`src/rtl/bz_pkg.sv`:
```
// ----------------------------------------------------------------------------
// bz_pkg: shared types and constants for the bezier easing evaluator
// Holds field widths, sequencer state and step codes, the datapath control
// bundle and the builder for the control point conversion table.
// ----------------------------------------------------------------------------
`default_nettype none

package bz_pkg;

	localparam int unsigned DEF_ITERATIONS    = 100;
	localparam int unsigned DEF_FRACTION_BITS = 24;
	localparam int unsigned MAX_FB            = 32;

	localparam int unsigned POS_W  = 17;
	localparam int unsigned CTRL_W = 7;
	localparam int unsigned OUT_W  = 17;
	localparam int unsigned TOL_W  = 16;

	localparam logic [TOL_W-1:0] TOL_RESET = 16'd1678;
	localparam logic [OUT_W-1:0] OUT_MAX   = 17'd65536;

	typedef enum logic [2:0] {
		ST_IDLE,
		ST_MUL,
		ST_SUM,
		ST_DECIDE,
		ST_RESULT
	} seq_state_t;

	// one product per step, except the first which forms u = 1 - t
	typedef enum logic [3:0] {
		MS_U,
		MS_UU,
		MS_UT,
		MS_TT,
		MS_UUT,
		MS_UTT,
		MS_TTT,
		MS_A,
		MS_B
	} mul_step_t;

	typedef struct packed {
		logic      load;
		logic      mul_en;
		mul_step_t step;
		logic      sum_en;
		logic      decide_en;
		logic      final_pass;
		logic      result_en;
	} dp_ctrl_t;

	typedef logic [MAX_FB:0] ctrl_lut_t [128];

	// round(c * 2^fb / 127), evaluated at elaboration
	function automatic ctrl_lut_t build_ctrl_lut(input int unsigned fb);
		ctrl_lut_t lut;
		for (int i = 0; i < 128; i++) begin
			lut[i] = (MAX_FB + 1)'(((64'(i) << fb) + 64'd63) / 64'd127);
		end
		return lut;
	endfunction

endpackage

`default_nettype wire

```
`src/rtl/bz_seq.sv`:
```
// ----------------------------------------------------------------------------
// bz_seq: sequencer for the bisection search
// Steps the shared multiplier through one curve evaluation, then the sum and
// the bracket decision, and finally evaluates y at the found parameter.
// ----------------------------------------------------------------------------
`default_nettype none

module bz_seq import bz_pkg::*; #(
	parameter int unsigned ITERATIONS = DEF_ITERATIONS
) (
	input  logic     clk,
	input  logic     arst_n,
	input  logic     start,
	input  logic     stop,
	input  logic     out_free,
	output logic     idle,
	output dp_ctrl_t ctrl
);

	localparam int unsigned IW = $clog2(ITERATIONS);
	localparam logic [IW-1:0] LAST_ITER = IW'(ITERATIONS - 1);

	seq_state_t state_q, state_d;
	mul_step_t  step_q, step_nxt;
	logic [IW-1:0] iter_q;
	logic       final_q;

	always_comb begin
		case (step_q)
			MS_U:    step_nxt = MS_UU;
			MS_UU:   step_nxt = MS_UT;
			MS_UT:   step_nxt = MS_TT;
			MS_TT:   step_nxt = MS_UUT;
			MS_UUT:  step_nxt = MS_UTT;
			MS_UTT:  step_nxt = MS_TTT;
			MS_TTT:  step_nxt = MS_A;
			MS_A:    step_nxt = MS_B;
			default: step_nxt = MS_U;
		endcase
	end

	always_comb begin
		state_d = state_q;
		case (state_q)
			ST_IDLE: begin
				if (start) begin
					state_d = ST_MUL;
				end
			end
			ST_MUL: begin
				if (step_q == MS_B) begin
					state_d = ST_SUM;
				end
			end
			ST_SUM: begin
				state_d = final_q ? ST_RESULT : ST_DECIDE;
			end
			ST_DECIDE: begin
				state_d = ST_MUL;
			end
			ST_RESULT: begin
				if (out_free) begin
					state_d = ST_IDLE;
				end
			end
			default: begin
				state_d = ST_IDLE;
			end
		endcase
	end

	always_ff @(posedge clk or negedge arst_n) begin
		if (!arst_n) begin
			state_q <= ST_IDLE;
			step_q  <= MS_U;
			iter_q  <= '0;
			final_q <= 1'b0;
		end else begin
			state_q <= state_d;
			if (state_q == ST_MUL) begin
				step_q <= step_nxt;
			end else begin
				step_q <= MS_U;
			end
			if (state_q == ST_IDLE) begin
				iter_q  <= '0;
				final_q <= 1'b0;
			end else if (state_q == ST_DECIDE) begin
				iter_q <= iter_q + 1'b1;
				// tolerance met, bracket frozen or step budget spent
				if (stop || iter_q == LAST_ITER) begin
					final_q <= 1'b1;
				end
			end
		end
	end

	always_comb begin
		idle            = (state_q == ST_IDLE);
		ctrl            = '0;
		ctrl.step       = step_q;
		ctrl.final_pass = final_q;
		case (state_q)
			ST_IDLE:   ctrl.load      = start;
			ST_MUL:    ctrl.mul_en    = 1'b1;
			ST_SUM:    ctrl.sum_en    = 1'b1;
			ST_DECIDE: ctrl.decide_en = !final_q;
			ST_RESULT: ctrl.result_en = out_free;
			default:   ctrl.load      = 1'b0;
		endcase
	end

endmodule

`default_nettype wire

```
`config.mk`:
```
export PLATFORM = sky130hd
export DESIGN_NAME = bz_seq
export DESIGN_NICKNAME = d
export VERILOG_FILES = /design/src/rtl/bz_pkg.sv /design/src/rtl/bz_seq.sv
export SDC_FILE = /design/constraint.sdc
export NUM_CORES = 1
export LEC_CHECK = 0
export ABC_AREA = 1
export BUFFER_PORTS_ARGS = -buffer_cell sky130_fd_sc_hd__buf_4
export CAP_MARGIN = 40
export CORE_ASPECT_RATIO = 1.25
export CORE_MARGIN = 2
export CORE_UTILIZATION = 53
export CTS_CLUSTER_SIZE = 40
export DETAILED_ROUTE_END_ITERATION = 6
export PLACE_DENSITY = 0.74
export RECOVER_POWER = 25
export SLEW_MARGIN = 20
export SYNTH_ARGS = -nofsm -noshare
export SYNTH_HDL_FRONTEND = slang
export SYNTH_SLANG_ARGS = --single-unit
```
`constraint.sdc`:
```
create_clock -name clk -period 1.6 [get_ports clk]
set_input_delay 0.4 -clock clk [delete_from_list [all_inputs] [get_ports clk]]
set_output_delay 0.4 -clock clk [all_outputs]
set_load 0.01 [all_outputs]
```
==> impl_metrics.py <==
metrics = {
    "outcome": {
        "status": "finished with violations",
        "violations": "negative setup slack",
    },
    "power": {
        "power_density_nw_per_um2": 1550,
        "power.switching_w": 0.000724,
        "internal_power_w": 0.000966,
        "ir_drop_v": 0.00105,
        "p_seq_frac": 0.370,
        "p_leak_nw": 0.573,
        "power.share.switching": 0.428,
        "finalPower_w": 0.00169,
        "power_frac_clock": 0.128,
        "combPwrFrac": 0.501,
    },
    "setup_path": {
        "worstSetupPathType": "flop to output pin",
        "cp.required_ns": 1.20,
        "rrSetupSlack_ns": 0.32,
        "r2r-end": "iter_q[5]$_DFFE_PN0P_",
        "path_max_fanout": 4,
        "start_kind": "flop",
        "ff2ff_path_depth": 7,
        "worstPathArrival_ns": 1.22,
        "r2r-start": "state_q[2]$_DFFE_PN0P_",
        "cp-end-kind": "output pin",
    },
    "synth": {
        "seq_area_frac_synth": 0.435,
        "synth_cells": 104,
        "ys_seq_elements": 15,
        "synth_area_sq_um": 862,
        "syn-num-nets": 113,
        "ys_types": 23,
        "synth_area_leader_cell": "dfrtp_1",
        "synth_area_leaders": "dfrtp_1 44%, inv_1 7.4%, nor2_1 7.4%",
        "yosys_warnings": 0,
        "synth_top_area_frac": 0.435,
        "avgSynthCellArea_sq_um": 8.29,
    },
    "timing": {
        "hold_viol_final": 0,
        "slew_viol_final": 0,
        "maxSlewHeadroom": 0.471,
        "finalClockSkew_ns": 0.00311,
        "setup-violations-final": 1,
        "setup_ws_ns": -0.0155,
        "timing.final.crit_share": 1.01,
        "min_period_ns": 1.62,
        "setup_tns_ns": -0.0155,
        "tightest_slew_ns": 0.794,
        "fmax_mhz": 619,
        "rsz0062_at_grt": "true",
    },
    "drt": {
        "drtIter0Drc": 9,
        "wirelength_mm": 1.82,
        "vias_per_cell": 5.09,
        "dr.pass1.iters": 4,
        "drc": 0,
        "avgRoutedWirePerCell_microns": 12.4,
        "num_vias": 743,
        "final_antenna_net_count": 0,
    },
    "placed_design": {
        "place_congestion": 0.783,
        "place_area_sq_um": 990,
        "dpl.cell_count": 136,
        "dp_slack_ns": 0.177,
        "dpl.hpwl_mm": 1.32,
        "io_buffers": 15,
    },
    "grt": {
        "grt_util_all_layers": 0.231,
        "grt_pass1_wl_mm": 3.06,
        "grt_max_degree": 16,
        "grt.overflow.total": 0,
        "antenna_found_initial": 0,
        "grt_pass1_vias": 751,
    },
    "cts": {
        "cts.sinks": 15,
        "cts_root_buffer": "clkbuf_4",
        "clk_latency_ns": 0.28,
        "cts_tree": "built",
        "ctsLongestPathBuffers": 2,
        "numCtsBuffers": 3,
        "cts.clk_slew.worst_paths_ns": 0.09,
        "htreeDepth": 1,
    },
    "cells_and_area": {
        "multiInputGateArea_sq_um": 415,
        "nNetsFinal": 138,
        "diodes": 0,
        "regArea_sq_um": 378,
        "stdcell_area_sq_um": 1090,
        "area_delta_synth_final_pct": 26.6,
        "fill_cells": 132,
        "final_cells": 146,
        "drive_above_1_share": 0.336,
    },
    "floorplan": {
        "dieHeight_microns": 49.1,
        "core_sq_um": 1540,
        "die_x_microns": 40.1,
        "fp-row-count": 16,
        "die_area_sq_um": 1970,
        "io_pins": 16,
        "start_util": 0.559,
    },
    "hold_path": {
        "hp-start": "stop",
        "whs_endpoint": "final_q$_DFFE_PN0P_",
        "hold_depth": 5,
        "hold_path.class": "primary input to flop",
    },
    "run": {
        "cap_viol_max_count": 0,
    },
}
-- power by group through the flow --
stage | clock (W) | combinational, W | sequential [W]
6_report | 0.000217 | 0.000847 | 0.000625
2_1_floorplan | 0 | 0.000491 | 0.000611
3_5_place_dp | 0 | 0.000730 | 0.000623
4_1_cts | 0.000218 | 0.000839 | 0.000622
3_3_place_gp | 0 | 0.000715 | 0.000616
5_1_grt | 0.000244 | 0.000942 | 0.000643
-- metal layers --
metal,vias to the layer above,global-route usage,share of wire
met5,-,0,0
met4,0,0.103,0.022
met3,5,0.0411,0.034
met2,17,0.392,0.52
met1,348,0.261,0.42
li1,373,-,-
-- kinds of logic (layout without fill, tap and decap cells) --
logic type | after synthesis | in the layout | synth area share
adders and majority gates | 4 | 4 | 0.0581
buffers and inverters | 22 | 46 | 0.109
and+or+nand+nor | 53 | 53 | 0.319
DFF | 15 | 15 | 0.435
AOI/OAI and AO/OA | 9 | 9 | 0.0682
xor gates and xnor gates | 1 | 1 | 0.0102
-- synthesized netlist by cell type (all sizes together) --
library cell	count
ha	4
clkinv	1
nor3	1
buf	1
inv	20
nand4	2
dfrtp	15
nand2	21
xnor2	1
o22ai	2
nor2	17
nor4	1
a21oi	2
a211oi	1
o21ai	4
nand3	11
-- worst max-delay path by stage --
stage	from	end	cells after the start
6_report	state_q[2]$_DFFE_PN0P_	ctrl[0]	3
5_1_grt	state_q[0]$_DFFE_PN0P_	ctrl[9]	4
4_1_cts	state_q[2]$_DFFE_PN0P_	ctrl[9]	4
3_5_place_dp	state_q[2]$_DFFE_PN0P_	ctrl[0]	3
3_3_place_gp	state_q[2]$_DFFE_PN0P_	ctrl[9]	4
2_1_floorplan	state_q[2]$_DFFE_PN0P_	ctrl[0]	2
-- timing repair --
item                       in CTS  in global routing
hold buffers                    1                  0
resized for setup               5                  5
setup buffers                   5                  0
pin swaps                       4                  2
hold endpoints to repair       15                  0
setup endpoints to repair       6                  6
-- critical path, cell delays in order, from the launching register on --
cell     delay [ns]
dfrtp_2        0.43
inv_4          0.08
nor4_4         0.25
buf_4          0.17
-- layout make-up --
type                            count  area share
Timing Repair Buffer               21       0.147
Clock buffer                        4      0.0241
Inverter                           21      0.0814
Sequential cell                    15       0.346
Multi-Input combinational cell     67       0.381
Tap cell                           18      0.0206
-- layout by cell type (no fill, tap or decap), drive strengths merged --
| master | synthesis | layout |
|---|---|---|
| nor3 | 1 | 1 |
| o22ai | 2 | 2 |
| nand2 | 21 | 21 |
| nand4 | 2 | 2 |
| inv | 20 | 20 |
| xnor2 | 1 | 1 |
| dlygate4sd3 | 0 | 1 |
| clkinv | 1 | 1 |
| nor4 | 1 | 1 |
| a211oi | 1 | 1 |
| clkbuf | 0 | 5 |
| nand3 | 11 | 11 |
| a21oi | 2 | 2 |
| o21ai | 4 | 4 |
| nor2 | 17 | 17 |
| buf | 1 | 19 |
| ha | 4 | 4 |
| dfrtp | 15 | 15 |
-- state kept, by name, summed over array words and instances (netlist names) --
name and flops:
final_q 1, step_q 4, state_q 3, iter_q 7
-- through the flow --
stage	hold WS (ns)	utilization
5_1_grt	0.482	0.708
6_report	0.440	0.708
3_3_place_gp	0.261	0.642
4_1_cts	0.438	0.702
2_1_floorplan	0.104	-
3_5_place_dp	0.263	0.642
(Power assumes the default switching activity.)
